File: config.mk
export PLATFORM = sky130hd
export DESIGN_NAME = adsr_envelope_scaler_unit_flat
export DESIGN_NICKNAME = d
export VERILOG_FILES = /design/src/hdl/ase_pkg.sv /design/src/hdl/ase_if.sv /design/src/hdl/ase_serial_div.sv /design/src/hdl/ase_serial_mul.sv /design/src/hdl/adsr_envelope_scaler_unit.sv /design/src/flat_wrapper.sv
export SDC_FILE = /design/constraint.sdc
export NUM_CORES = 1
export LEC_CHECK = 0
export BUFFER_PORTS_ARGS = -buffer_cell sky130_fd_sc_hd__buf_4
export CAP_MARGIN = 40
export CORE_MARGIN = 2
export CORE_UTILIZATION = 48
export CTS_BUF_LIST = sky130_fd_sc_hd__clkbuf_4
export DETAILED_ROUTE_END_ITERATION = 7
export PLACE_DENSITY_LB_ADDON = 0.15
export SYNTH_ARGS = -nofsm -noshare
export SYNTH_HDL_FRONTEND = slang
export SYNTH_SLANG_ARGS = --single-unit
File: constraint.sdc
create_clock -name clk_i -period 4.3 [get_ports clk_i]
set_input_delay 0.215 -clock clk_i [delete_from_list [all_inputs] [get_ports clk_i]]
set_output_delay 0.215 -clock clk_i [all_outputs]
set_load 0.1 [all_outputs]
File: src/hdl/ase_pkg.sv
package ase_pkg;

  // Fixed point format of times and levels.
  localparam int unsigned FRAC_WIDTH = 24;
  localparam int unsigned LVL_W      = FRAC_WIDTH + 1;
  localparam int unsigned TIME_W     = 32;
  localparam int unsigned SMP_W      = 16;
  localparam int unsigned POS_W      = 12;
  localparam int unsigned BLEN_W     = POS_W + 1;
  localparam int unsigned PH_W       = 3;
  localparam int unsigned CFG_IDX_W  = 3;
  localparam int unsigned CFG_DATA_W = 32;

  localparam logic [LVL_W-1:0]  ONE       = {1'b1, {FRAC_WIDTH{1'b0}}};
  localparam logic [BLEN_W-1:0] MAX_BLOCK = {1'b1, {POS_W{1'b0}}};

  // Serial arithmetic units.
  localparam int unsigned DIV_Q_W   = FRAC_WIDTH;
  localparam int unsigned DIV_CNT_W = $clog2(DIV_Q_W);
  localparam int unsigned MUL_A_W   = LVL_W + 1;
  localparam int unsigned MUL_B_W   = LVL_W;
  localparam int unsigned MUL_P_W   = MUL_A_W + MUL_B_W;
  localparam int unsigned MUL_CNT_W = $clog2(MUL_B_W);

  // Register reset values.
  localparam logic [TIME_W-1:0] ATTACK_RST  = '0;
  localparam logic [TIME_W-1:0] DECAY_RST   = TIME_W'(ONE);
  localparam logic [LVL_W-1:0]  SUSTAIN_RST = LVL_W'((64'd2 << FRAC_WIDTH) / 5);
  localparam logic [TIME_W-1:0] RELEASE_RST = TIME_W'(ONE);
  localparam logic [LVL_W-1:0]  SDELTA_RST  = LVL_W'((64'd1 << FRAC_WIDTH) / 48000);
  localparam logic [BLEN_W-1:0] BLEN_RST    = BLEN_W'(1156);

  typedef enum logic [PH_W-1:0] {
    PH_IDLE    = 3'd0,
    PH_ATTACK  = 3'd1,
    PH_DECAY   = 3'd2,
    PH_SUSTAIN = 3'd3,
    PH_RELEASE = 3'd4
  } phase_e;

  typedef enum logic [CFG_IDX_W-1:0] {
    REG_ATTACK  = 3'd0,
    REG_DECAY   = 3'd1,
    REG_SUSTAIN = 3'd2,
    REG_RELEASE = 3'd3,
    REG_SDELTA  = 3'd4,
    REG_BLEN    = 3'd5
  } cfg_reg_e;

  typedef struct packed {
    logic              start;
    logic [TIME_W-1:0] num;
    logic [TIME_W-1:0] den;
  } div_req_t;

  typedef struct packed {
    logic               start;
    logic [MUL_A_W-1:0] a;  // two's complement
    logic [MUL_B_W-1:0] b;  // unsigned
  } mul_req_t;

endpackage

File: src/hdl/ase_if.sv
interface ase_in_if;
  logic                             valid;
  logic                             ready;
  logic signed [ase_pkg::SMP_W-1:0] sample_in;
  logic                             gate;
  logic                             go_idle;

  modport source (output valid, sample_in, gate, go_idle, input ready);
  modport sink   (input valid, sample_in, gate, go_idle, output ready);
endinterface

interface ase_out_if;
  logic                             valid;
  logic                             ready;
  logic signed [ase_pkg::SMP_W-1:0] sample_out;
  logic        [ase_pkg::LVL_W-1:0] level;
  logic        [ase_pkg::PH_W-1:0]  phase;

  modport source (output valid, sample_out, level, phase, input ready);
  modport sink   (input valid, sample_out, level, phase, output ready);
endinterface

interface ase_cfg_if;
  logic                              valid;
  logic                              ready;
  logic [ase_pkg::CFG_IDX_W-1:0]     index;
  logic [ase_pkg::CFG_DATA_W-1:0]    data;

  modport source (output valid, index, data, input ready);
  modport sink   (input valid, index, data, output ready);
endinterface

File: src/hdl/ase_serial_div.sv
// Restoring divider, one quotient bit per cycle. Expects num < den.
module ase_serial_div (
  input  logic                           clk_i,
  input  logic                           rst_ni,
  input  ase_pkg::div_req_t              req_i,
  output logic                           done_o,
  output logic [ase_pkg::DIV_Q_W-1:0]    quot_o
);

  localparam logic [ase_pkg::DIV_CNT_W-1:0] LAST =
    ase_pkg::DIV_CNT_W'(ase_pkg::DIV_Q_W - 1);

  logic                            busy_q;
  logic                            done_q;
  logic [ase_pkg::DIV_CNT_W-1:0]   cnt_q;
  logic [ase_pkg::TIME_W-1:0]      rem_q;
  logic [ase_pkg::TIME_W-1:0]      den_q;
  logic [ase_pkg::DIV_Q_W-1:0]     quot_q;
  logic [ase_pkg::TIME_W:0]        shl;
  logic [ase_pkg::TIME_W:0]        diff;
  logic                            fits;

  assign shl  = {rem_q, 1'b0};
  assign diff = shl - {1'b0, den_q};
  assign fits = !diff[ase_pkg::TIME_W];

  always_ff @(posedge clk_i or negedge rst_ni) begin
    if (!rst_ni) begin
      busy_q <= 1'b0;
      done_q <= 1'b0;
      cnt_q  <= '0;
    end else begin
      done_q <= 1'b0;
      if (req_i.start) begin
        busy_q <= 1'b1;
        cnt_q  <= '0;
      end else if (busy_q) begin
        cnt_q <= cnt_q + 1'b1;
        if (cnt_q == LAST) begin
          busy_q <= 1'b0;
          done_q <= 1'b1;
        end
      end
    end
  end

  always_ff @(posedge clk_i) begin
    if (req_i.start) begin
      rem_q  <= req_i.num;
      den_q  <= req_i.den;
      quot_q <= '0;
    end else if (busy_q) begin
      rem_q  <= fits ? diff[ase_pkg::TIME_W-1:0] : shl[ase_pkg::TIME_W-1:0];
      quot_q <= {quot_q[ase_pkg::DIV_Q_W-2:0], fits};
    end
  end

  assign done_o = done_q;
  assign quot_o = quot_q;

endmodule

File: src/hdl/ase_serial_mul.sv
// Shift-add multiplier, one multiplier bit per cycle, LSB first.
// Signed a times unsigned b; the product shifts right into lo_q.
module ase_serial_mul (
  input  logic                         clk_i,
  input  logic                         rst_ni,
  input  ase_pkg::mul_req_t            req_i,
  output logic                         done_o,
  output logic [ase_pkg::MUL_P_W-1:0]  prod_o
);

  localparam int unsigned AW = ase_pkg::MUL_A_W;
  localparam int unsigned BW = ase_pkg::MUL_B_W;
  localparam logic [ase_pkg::MUL_CNT_W-1:0] LAST = ase_pkg::MUL_CNT_W'(BW - 1);

  logic                            busy_q;
  logic                            done_q;
  logic [ase_pkg::MUL_CNT_W-1:0]   cnt_q;
  logic [AW-1:0]                   a_q;
  logic [BW-1:0]                   b_q;
  logic [AW-1:0]                   hi_q;
  logic [BW-1:0]                   lo_q;
  logic [AW:0]                     sum;

  assign sum = {hi_q[AW-1], hi_q} + (b_q[0] ? {a_q[AW-1], a_q} : '0);

  always_ff @(posedge clk_i or negedge rst_ni) begin
    if (!rst_ni) begin
      busy_q <= 1'b0;
      done_q <= 1'b0;
      cnt_q  <= '0;
    end else begin
      done_q <= 1'b0;
      if (req_i.start) begin
        busy_q <= 1'b1;
        cnt_q  <= '0;
      end else if (busy_q) begin
        cnt_q <= cnt_q + 1'b1;
        if (cnt_q == LAST) begin
          busy_q <= 1'b0;
          done_q <= 1'b1;
        end
      end
    end
  end

  always_ff @(posedge clk_i) begin
    if (req_i.start) begin
      a_q  <= req_i.a;
      b_q  <= req_i.b;
      hi_q <= '0;
      lo_q <= '0;
    end else if (busy_q) begin
      hi_q <= sum[AW:1];
      lo_q <= {sum[0], lo_q[BW-1:1]};
      b_q  <= {1'b0, b_q[BW-1:1]};
    end
  end

  assign done_o = done_q;
  assign prod_o = {hi_q, lo_q};

endmodule

File: src/hdl/adsr_envelope_scaler_unit.sv
// Sequence: an accepted item inside a block goes straight to the sample multiply. At a
//   block start the phase decision comes first; where a quotient is needed, attack runs
//   the divider, and decay or release the divider and then the envelope multiply.
// Throughput: one item at a time; a result left unread holds the next one back.
// Reset: rst_ni asynchronously clears to idle phase, zero level and time, default registers.
module adsr_envelope_scaler_unit (
  input  logic      clk_i,
  input  logic      rst_ni,
  ase_in_if.sink    in_i,
  ase_cfg_if.sink   cfg_i,
  ase_out_if.source out_o
);

  localparam int unsigned FW = ase_pkg::FRAC_WIDTH;
  localparam int unsigned LW = ase_pkg::LVL_W;
  localparam int unsigned TW = ase_pkg::TIME_W;
  localparam int unsigned SW = ase_pkg::SMP_W;

  // Sequencer states, one-hot.
  typedef enum logic [6:0] {
    ST_IDLE    = 7'b0000001,
    ST_START   = 7'b0000010,
    ST_DIV     = 7'b0000100,
    ST_ENV_MUL = 7'b0001000,
    ST_SMP_GO  = 7'b0010000,
    ST_SMP_MUL = 7'b0100000,
    ST_OUT     = 7'b1000000
  } state_e;

  // Which envelope formula the pending quotient feeds.
  typedef enum logic [1:0] {
    OP_ATTACK  = 2'd0,
    OP_DECAY   = 2'd1,
    OP_RELEASE = 2'd2
  } env_op_e;

  // Configuration registers.
  logic [TW-1:0]                  attack_q;
  logic [TW-1:0]                  decay_q;
  logic [LW-1:0]                  sustain_q;
  logic [TW-1:0]                  release_q;
  logic [LW-1:0]                  sdelta_q;
  logic [ase_pkg::BLEN_W-1:0]     blen_q;

  // Envelope state.
  state_e                         state_q, state_d;
  ase_pkg::phase_e                phase_q;
  logic [TW-1:0]                  elapsed_q;
  logic [LW-1:0]                  level_q;
  logic [LW-1:0]                  rel_from_q;
  logic [ase_pkg::POS_W-1:0]      pos_q;
  env_op_e                        op_q;

  // Captured input item.
  logic [SW-1:0]                  smp_q;
  logic                           gate_q;
  logic                           idle_req_q;

  // Output register.
  logic                           out_valid_q;
  logic [SW-1:0]                  out_smp_q;
  logic [LW-1:0]                  out_level_q;
  logic [ase_pkg::PH_W-1:0]       out_phase_q;

  // Arithmetic units.
  ase_pkg::div_req_t              div_req;
  ase_pkg::mul_req_t              mul_req;
  logic                           div_done;
  logic                           mul_done;
  logic [ase_pkg::DIV_Q_W-1:0]    quot;
  logic [ase_pkg::MUL_P_W-1:0]    prod;
  logic [LW-1:0]                  prod_lvl;

  // Helpers.
  logic [LW-1:0]                  sus_sat;
  logic [ase_pkg::BLEN_W-1:0]     blen_eff;
  logic [ase_pkg::BLEN_W-1:0]     pos_inc;
  logic [TW:0]                    el_sum;
  logic [TW-1:0]                  el_next;
  logic                           in_acc;
  logic                           out_load;

  // Block-start decision.
  ase_pkg::phase_e                st_ph;
  logic [TW-1:0]                  st_el;
  logic [LW-1:0]                  st_rf;
  logic [LW-1:0]                  st_lvl;
  logic                           st_div;
  env_op_e                        st_op;
  logic [TW-1:0]                  st_den;

  assign in_acc      = in_i.valid && in_i.ready;
  assign in_i.ready  = (state_q == ST_IDLE);
  assign cfg_i.ready = 1'b1;

  // Saturate sustain at unity and clamp the block length into 1..4096.
  assign sus_sat  = (sustain_q > ase_pkg::ONE) ? ase_pkg::ONE : sustain_q;
  assign blen_eff = (blen_q == '0) ? ase_pkg::BLEN_W'(1) :
                    (blen_q > ase_pkg::MAX_BLOCK) ? ase_pkg::MAX_BLOCK : blen_q;
  assign pos_inc  = {1'b0, pos_q} + ase_pkg::BLEN_W'(1);

  // Elapsed time advances per item and sticks at all ones.
  assign el_sum  = {1'b0, elapsed_q} + {{(TW + 1 - LW){1'b0}}, sdelta_q};
  assign el_next = el_sum[TW] ? '1 : el_sum[TW-1:0];

  assign prod_lvl = prod[FW +: LW];

  // Phase machine at a block start: idle request, gate release, then the
  // phase's own rule. Either the level is known now or a quotient is needed.
  always_comb begin
    st_ph  = idle_req_q ? ase_pkg::PH_IDLE : phase_q;
    st_el  = elapsed_q;
    st_rf  = rel_from_q;
    st_lvl = '0;
    st_div = 1'b0;
    st_op  = OP_ATTACK;
    st_den = attack_q;
    if (!gate_q && (st_ph == ase_pkg::PH_ATTACK || st_ph == ase_pkg::PH_DECAY ||
                    st_ph == ase_pkg::PH_SUSTAIN)) begin
      st_rf = level_q;
      st_el = '0;
      st_ph = ase_pkg::PH_RELEASE;
    end
    unique case (st_ph)
      ase_pkg::PH_ATTACK: begin
        if (st_el >= attack_q) begin
          st_lvl = ase_pkg::ONE;
          st_ph  = ase_pkg::PH_DECAY;
          st_el  = '0;
        end else begin
          st_div = 1'b1;
          st_op  = OP_ATTACK;
          st_den = attack_q;
        end
      end
      ase_pkg::PH_DECAY: begin
        if (st_el >= decay_q) begin
          st_lvl = sus_sat;
          st_ph  = ase_pkg::PH_SUSTAIN;
          st_el  = '0;
        end else begin
          st_div = 1'b1;
          st_op  = OP_DECAY;
          st_den = decay_q;
        end
      end
      ase_pkg::PH_SUSTAIN: begin
        st_lvl = sus_sat;
      end
      ase_pkg::PH_RELEASE: begin
        // Retrigger first; a zero release time still ends in idle.
        if (gate_q) begin
          st_ph = ase_pkg::PH_ATTACK;
          st_el = '0;
        end
        if (st_el >= release_q) begin
          st_lvl = '0;
          st_ph  = ase_pkg::PH_IDLE;
        end else begin
          st_div = 1'b1;
          st_op  = OP_RELEASE;
          st_den = release_q;
        end
      end
      default: begin
        st_ph  = gate_q ? ase_pkg::PH_ATTACK : ase_pkg::PH_IDLE;
        if (gate_q) begin
          st_el = '0;
        end
        st_lvl = '0;
      end
    endcase
  end

  // Launch the divider from the block start.
  always_comb begin
    div_req.start = (state_q == ST_START) && st_div;
    div_req.num   = st_el;
    div_req.den   = st_den;
  end

  // Share the multiplier: decay and release shaping right after the quotient, then the
  // sample times the block level.
  always_comb begin
    mul_req.start = 1'b0;
    mul_req.a     = {{(ase_pkg::MUL_A_W - SW){smp_q[SW-1]}}, smp_q};
    mul_req.b     = level_q;
    if (state_q == ST_DIV && div_done && op_q != OP_ATTACK) begin
      mul_req.start = 1'b1;
      if (op_q == OP_DECAY) begin
        mul_req.a = {1'b0, ase_pkg::ONE - sus_sat};
        mul_req.b = {1'b0, quot};
      end else begin
        mul_req.a = {1'b0, rel_from_q};
        mul_req.b = ase_pkg::ONE - {1'b0, quot};
      end
    end else if (state_q == ST_SMP_GO) begin
      mul_req.start = 1'b1;
    end
  end

  ase_serial_div u_div (
    .clk_i  (clk_i),
    .rst_ni (rst_ni),
    .req_i  (div_req),
    .done_o (div_done),
    .quot_o (quot)
  );

  ase_serial_mul u_mul (
    .clk_i  (clk_i),
    .rst_ni (rst_ni),
    .req_i  (mul_req),
    .done_o (mul_done),
    .prod_o (prod)
  );

  assign out_load = (state_q == ST_OUT) && (!out_valid_q || out_o.ready);

  // Sequencer.
  always_comb begin
    state_d = state_q;
    unique case (state_q)
      ST_IDLE:    if (in_acc) state_d = (pos_q == '0) ? ST_START : ST_SMP_GO;
      ST_START:   state_d = st_div ? ST_DIV : ST_SMP_GO;
      ST_DIV:     if (div_done) state_d = (op_q == OP_ATTACK) ? ST_SMP_GO : ST_ENV_MUL;
      ST_ENV_MUL: if (mul_done) state_d = ST_SMP_GO;
      ST_SMP_GO:  state_d = ST_SMP_MUL;
      ST_SMP_MUL: if (mul_done) state_d = ST_OUT;
      ST_OUT:     if (out_load) state_d = ST_IDLE;
      default:    state_d = ST_IDLE;
    endcase
  end

  // Configuration writes, envelope state and output valid.
  always_ff @(posedge clk_i or negedge rst_ni) begin
    if (!rst_ni) begin
      attack_q    <= ase_pkg::ATTACK_RST;
      decay_q     <= ase_pkg::DECAY_RST;
      sustain_q   <= ase_pkg::SUSTAIN_RST;
      release_q   <= ase_pkg::RELEASE_RST;
      sdelta_q    <= ase_pkg::SDELTA_RST;
      blen_q      <= ase_pkg::BLEN_RST;
      state_q     <= ST_IDLE;
      phase_q     <= ase_pkg::PH_IDLE;
      elapsed_q   <= '0;
      level_q     <= '0;
      rel_from_q  <= '0;
      pos_q       <= '0;
      out_valid_q <= 1'b0;
    end else begin
      state_q <= state_d;

      if (cfg_i.valid && cfg_i.ready) begin
        unique case (ase_pkg::cfg_reg_e'(cfg_i.index))
          ase_pkg::REG_ATTACK:  attack_q  <= cfg_i.data[TW-1:0];
          ase_pkg::REG_DECAY:   decay_q   <= cfg_i.data[TW-1:0];
          ase_pkg::REG_SUSTAIN: sustain_q <= cfg_i.data[LW-1:0];
          ase_pkg::REG_RELEASE: release_q <= cfg_i.data[TW-1:0];
          ase_pkg::REG_SDELTA:  sdelta_q  <= cfg_i.data[LW-1:0];
          ase_pkg::REG_BLEN:    blen_q    <= cfg_i.data[ase_pkg::BLEN_W-1:0];
          default: ;
        endcase
      end

      // Commit the block-start decision.
      if (state_q == ST_START) begin
        phase_q    <= st_ph;
        elapsed_q  <= st_el;
        rel_from_q <= st_rf;
        if (!st_div) begin
          level_q <= st_lvl;
        end
      end

      // Attack level is the quotient itself.
      if (state_q == ST_DIV && div_done && op_q == OP_ATTACK) begin
        level_q <= {1'b0, quot};
      end

      if (state_q == ST_ENV_MUL && mul_done) begin
        level_q <= (op_q == OP_DECAY) ? ase_pkg::ONE - prod_lvl : prod_lvl;
      end

      // Advance time and the block position once per item.
      if (state_q == ST_SMP_GO) begin
        elapsed_q <= el_next;
        pos_q     <= (pos_inc >= blen_eff) ? '0 : pos_inc[ase_pkg::POS_W-1:0];
      end

      if (out_load) begin
        out_valid_q <= 1'b1;
      end else if (out_o.ready) begin
        out_valid_q <= 1'b0;
      end
    end
  end

  // Item capture, pending operation and result payload.
  always_ff @(posedge clk_i) begin
    if (in_acc) begin
      smp_q      <= in_i.sample_in;
      gate_q     <= in_i.gate;
      idle_req_q <= in_i.go_idle;
    end
    if (state_q == ST_START) begin
      op_q <= st_op;
    end
    if (out_load) begin
      out_smp_q   <= prod[FW +: SW];
      out_level_q <= level_q;
      out_phase_q <= phase_q;
    end
  end

  assign out_o.valid      = out_valid_q;
  assign out_o.sample_out = out_smp_q;
  assign out_o.level      = out_level_q;
  assign out_o.phase      = out_phase_q;

endmodule

File: src/flat_wrapper.sv
// flat-port wrapper written by rule: the top's interface ports become plain ports
module adsr_envelope_scaler_unit_flat 
  (clk_i, rst_ni, in_i_valid, in_i_sample_in, in_i_gate, in_i_go_idle, in_i_ready, cfg_i_valid, cfg_i_index, cfg_i_data, cfg_i_ready, out_o_valid, out_o_sample_out, out_o_level, out_o_phase, out_o_ready);
  ase_in_if in_i_i ();
  ase_cfg_if cfg_i_i ();
  ase_out_if out_o_i ();
  input  logic clk_i;
  input  logic rst_ni;
  input wire logic [$bits(in_i_i.valid)-1:0] in_i_valid;
  input wire logic [$bits(in_i_i.sample_in)-1:0] in_i_sample_in;
  input wire logic [$bits(in_i_i.gate)-1:0] in_i_gate;
  input wire logic [$bits(in_i_i.go_idle)-1:0] in_i_go_idle;
  output wire logic [$bits(in_i_i.ready)-1:0] in_i_ready;
  input wire logic [$bits(cfg_i_i.valid)-1:0] cfg_i_valid;
  input wire logic [$bits(cfg_i_i.index)-1:0] cfg_i_index;
  input wire logic [$bits(cfg_i_i.data)-1:0] cfg_i_data;
  output wire logic [$bits(cfg_i_i.ready)-1:0] cfg_i_ready;
  output wire logic [$bits(out_o_i.valid)-1:0] out_o_valid;
  output wire logic [$bits(out_o_i.sample_out)-1:0] out_o_sample_out;
  output wire logic [$bits(out_o_i.level)-1:0] out_o_level;
  output wire logic [$bits(out_o_i.phase)-1:0] out_o_phase;
  input wire logic [$bits(out_o_i.ready)-1:0] out_o_ready;
  assign in_i_i.valid = in_i_valid;
  assign in_i_i.sample_in = in_i_sample_in;
  assign in_i_i.gate = in_i_gate;
  assign in_i_i.go_idle = in_i_go_idle;
  assign in_i_ready = in_i_i.ready;
  assign cfg_i_i.valid = cfg_i_valid;
  assign cfg_i_i.index = cfg_i_index;
  assign cfg_i_i.data = cfg_i_data;
  assign cfg_i_ready = cfg_i_i.ready;
  assign out_o_valid = out_o_i.valid;
  assign out_o_sample_out = out_o_i.sample_out;
  assign out_o_level = out_o_i.level;
  assign out_o_phase = out_o_i.phase;
  assign out_o_i.ready = out_o_ready;
  adsr_envelope_scaler_unit u_core (.clk_i(clk_i), .rst_ni(rst_ni), .in_i(in_i_i), .cfg_i(cfg_i_i), .out_o(out_o_i));
endmodule
==> reports/metrics.cfg <==
[detailed_routing]
remaining_drc_errors=0
antenna_left=0
drtIter0Drc=2088
vias=24500
routedWlPerCell_um=20.7
firstDrtPassIters=7
wl_um=87700
routed_via_density=5.79

[timing]
tightest_slew_ns=0.829
setup_viol=0
fin_setup_tns_ns=0
whs_ns=0.0876
slew_headroom_pct=44.8
fin_worst_skew_ns=0.0762
period_share_pct=96.3
final-hold-violation-count=0
fin_ws_ns=0.158
finalCriticalPeriod_ns=4.14
fmax_mhz=241
final-max-slew-violation-count=0
grt_setup_unrepaired=no

[floorplan]
dieArea_um2=63400
ios=105
die_w_um=252
die_y_um=252
rows=90
coreArea_um2=60600
initial_core_util_pct=48.7

[critical_path]
cp-end-kind=flop
arrival_ns=4.82
path_max_fanout=16
crit_top_cell=a21oi_1
path_cells=fa_1, nand2b_1, a21o_1, a21oi_1, a21bo_2, a21oi_1, o21ai_1, o221ai_2, xnor2_4, buf_12, mux2i_1, o22ai_1
cpMaxStageDelayCell=xnor2_4
worstSetupStartpointType=flop
cpPeakStageDelay_ns=0.69
critPathKind=reg2reg
worstPathRequired_ns=4.98

[clocking]
cts_max_level=4
root_buffer=clkbuf_4
cts_sinks=508
clk_pin_slew_ns=0.06
clk_latency_ns=1.01
clock_path_buffers=3
cts_tree=done
cts_made_buffers=142

[synth]
ys_ff_latch=508
synth-seq-area-share_pct=45.4
syn-cell-area_um2=29500
synth-edff-count=179
ys_warn_count=0
synth_async_sr_flop_share_pct=54.7
synth_flop_cell=dfrtp_1
postSynthAreaPerCell_um2=9.68
synthesis.nets=3306
synthCells=3048
yosysUniqueCellTypes=95

[finish]
mostFrequentLayoutCell=nand2_1
most-common-layout-cells=nand2_1 (385), nor2_1 (263), dfrtp_1 (254)
area_growth_syn_to_layout_pct=17.1
drive_gt1_share_pct=17.8
nets=3592

[worst_hold_path]
hp-class=in2reg

[status]
status=finished clean

[pwr]
power_leakage_nw=15.7
powerDensity_nw_per_um2=645
p_total_mw=22.3
ir_drop_mv=0.301

[global_route]
grt_pass1_vias=24100
grt_max_degree=92
gr-usage-all-layers_pct=27.8
gr-total-overflow=0
grt_pass1_wl_um=137000
antenna_found_initial=2

[placed_design]
gp_congestion=0.973
hpwlAfterDp_um=62700
pre_cts_slack_ns=-0.244
portBuffers=103

[job]
max_cap_violations=0

-- routing by layer --
| layer | routed length (um) | vias up | global-route usage (%) | part of all wire [%] |
|---|---|---|---|---|
| met5 | 0 | - | 0 | 0 |
| met1 | 39200 | 12000 | 38.4 | 45 |
| met2 | 39600 | 910 | 43.0 | 45 |
| met3 | 6400 | 130 | 5.71 | 7.3 |
| li1 | - | 11500 | - | - |
| met4 | 2570 | 0 | 10.9 | 2.9 |
-- cells by family after synthesis --
family / Yosys count / share of synthesized area (%)
AO/OA/AOI/OAI: 712 / 15.4
XOR/XNOR: 138 / 4.12
adder cells (fa/ha/maj): 201 / 8.60
buffers and inverters: 344 / 4.63
flip-flops: 508 / 45.4
multiplexers: 197 / 7.21
other: 1 / 0.0127
AND/OR/NAND/NOR: 947 / 14.6
-- path summary, 6_finish.rpt --
path / endpoint / cells after the start / startpoint / slack [ns]
min reg2reg: u_core.u_mul.hi_q[24] / 2 / u_core.u_mul.hi_q[24] / 0.48
max: u_core.u_div.rem_q[9] / 12 / u_core.u_div.den_q[0] / 0.16
max in group asynchronous: u_core.attack_q[7] / 4 / rst_ni / 3.15
min: u_core.attack_q[23] / 4 / cfg_i_data[23] / 0.09
max reg2reg: u_core.u_div.rem_q[9] / 12 / u_core.u_div.den_q[0] / 0.16
min in group asynchronous: u_core.decay_q[29] / 4 / rst_ni / 0.41
-- final cells by class --
cell class                      count  area (um2)
Tap cell                          782         978
Sequential cell                   508       13400
Timing Repair Buffer              285        2600
Clock buffer                      214        1610
Fill cell                        5301       26100
Clock inverter                     51         323
Multi-Input combinational cell   2196       14900
Inverter                          201         754
Antenna cell                        1        2.50
-- power by group --
| group | leakage [nW] | switching (mW) | internal [mW] |
|---|---|---|---|
| combinational | 9.00 | 5.40 | 4.00 |
| sequential | 5.54 | 1.43 | 6.77 |
| clock | 1.14 | 2.18 | 2.49 |
-- synthesized netlist by cell type (all sizes together) (42+ instances only) --
master  number  area share [%]
ha         197             8.4
nor2       269             3.4
inv        200             2.5
nor3        42            0.73
a21o        48             1.2
nand2      386             4.9
a21oi      170             3.0
mux2       123             4.7
a31oi       47             1.0
xor2        63             1.9
dfxtp       51             3.5
dfrtp      254              22
xnor2       75             2.3
clkbuf     105             1.3
edfxtp     179              18
mux2i       74             2.5
o21ai      207             3.6
-- per-stage QoR --
step | util, % | instance area, um2 | std cells
finish | 57.0 | 34500 | 4238
floorplan | - | 29500 | 3048
detailed placement | 51.7 | 31400 | 3858
CTS | 56.8 | 34400 | 4235
global placement | 51.7 | 31300 | 3855
global route | 57.0 | 34500 | 4238
-- flip-flops by register name (all words and copies together), names as in the netlist, 16 cells and up --
name / count
u_core.attack_q: 32
u_core.release_q: 32
u_core.level_q: 25
u_core.smp_q: 16
u_core.u_mul.b_q: 25
u_core.decay_q: 32
u_core.u_div.den_q: 32
u_core.sdelta_q: 25
u_core.elapsed_q: 32
u_core.out_o.sample_out: 16
u_core.out_o.level: 25
u_core.u_div.rem_q: 32
u_core.u_mul.hi_q: 26
u_core.sustain_q: 25
u_core.u_div.quot_o: 24
u_core.rel_from_q: 25
u_core.u_mul.a_q: 26
-- critical path, delay by kind of cell (launching register included) --
kind	cells	cell delay, ns
adder cells (fa/ha/maj)	1	0.44
AO/OA/AOI/OAI	7	1.55
buffers and inverters	1	0.26
AND/OR/NAND/NOR	1	0.19
flip-flops	1	0.43
XOR/XNOR	1	0.69
multiplexers	1	0.26
-- timing repair --
| item | CTS | global route |
|---|---|---|
| endpoints found under the setup margin | 37 | 156 |
| pin swaps | 0 | 2 |
| endpoints found under the hold margin | 464 | 0 |
| hold buffers | 112 | 0 |
| gates resized for setup | 4 | 16 |
| setup buffers | 0 | 1 |
No activity file was read; power rests on OpenSTA's default activity.
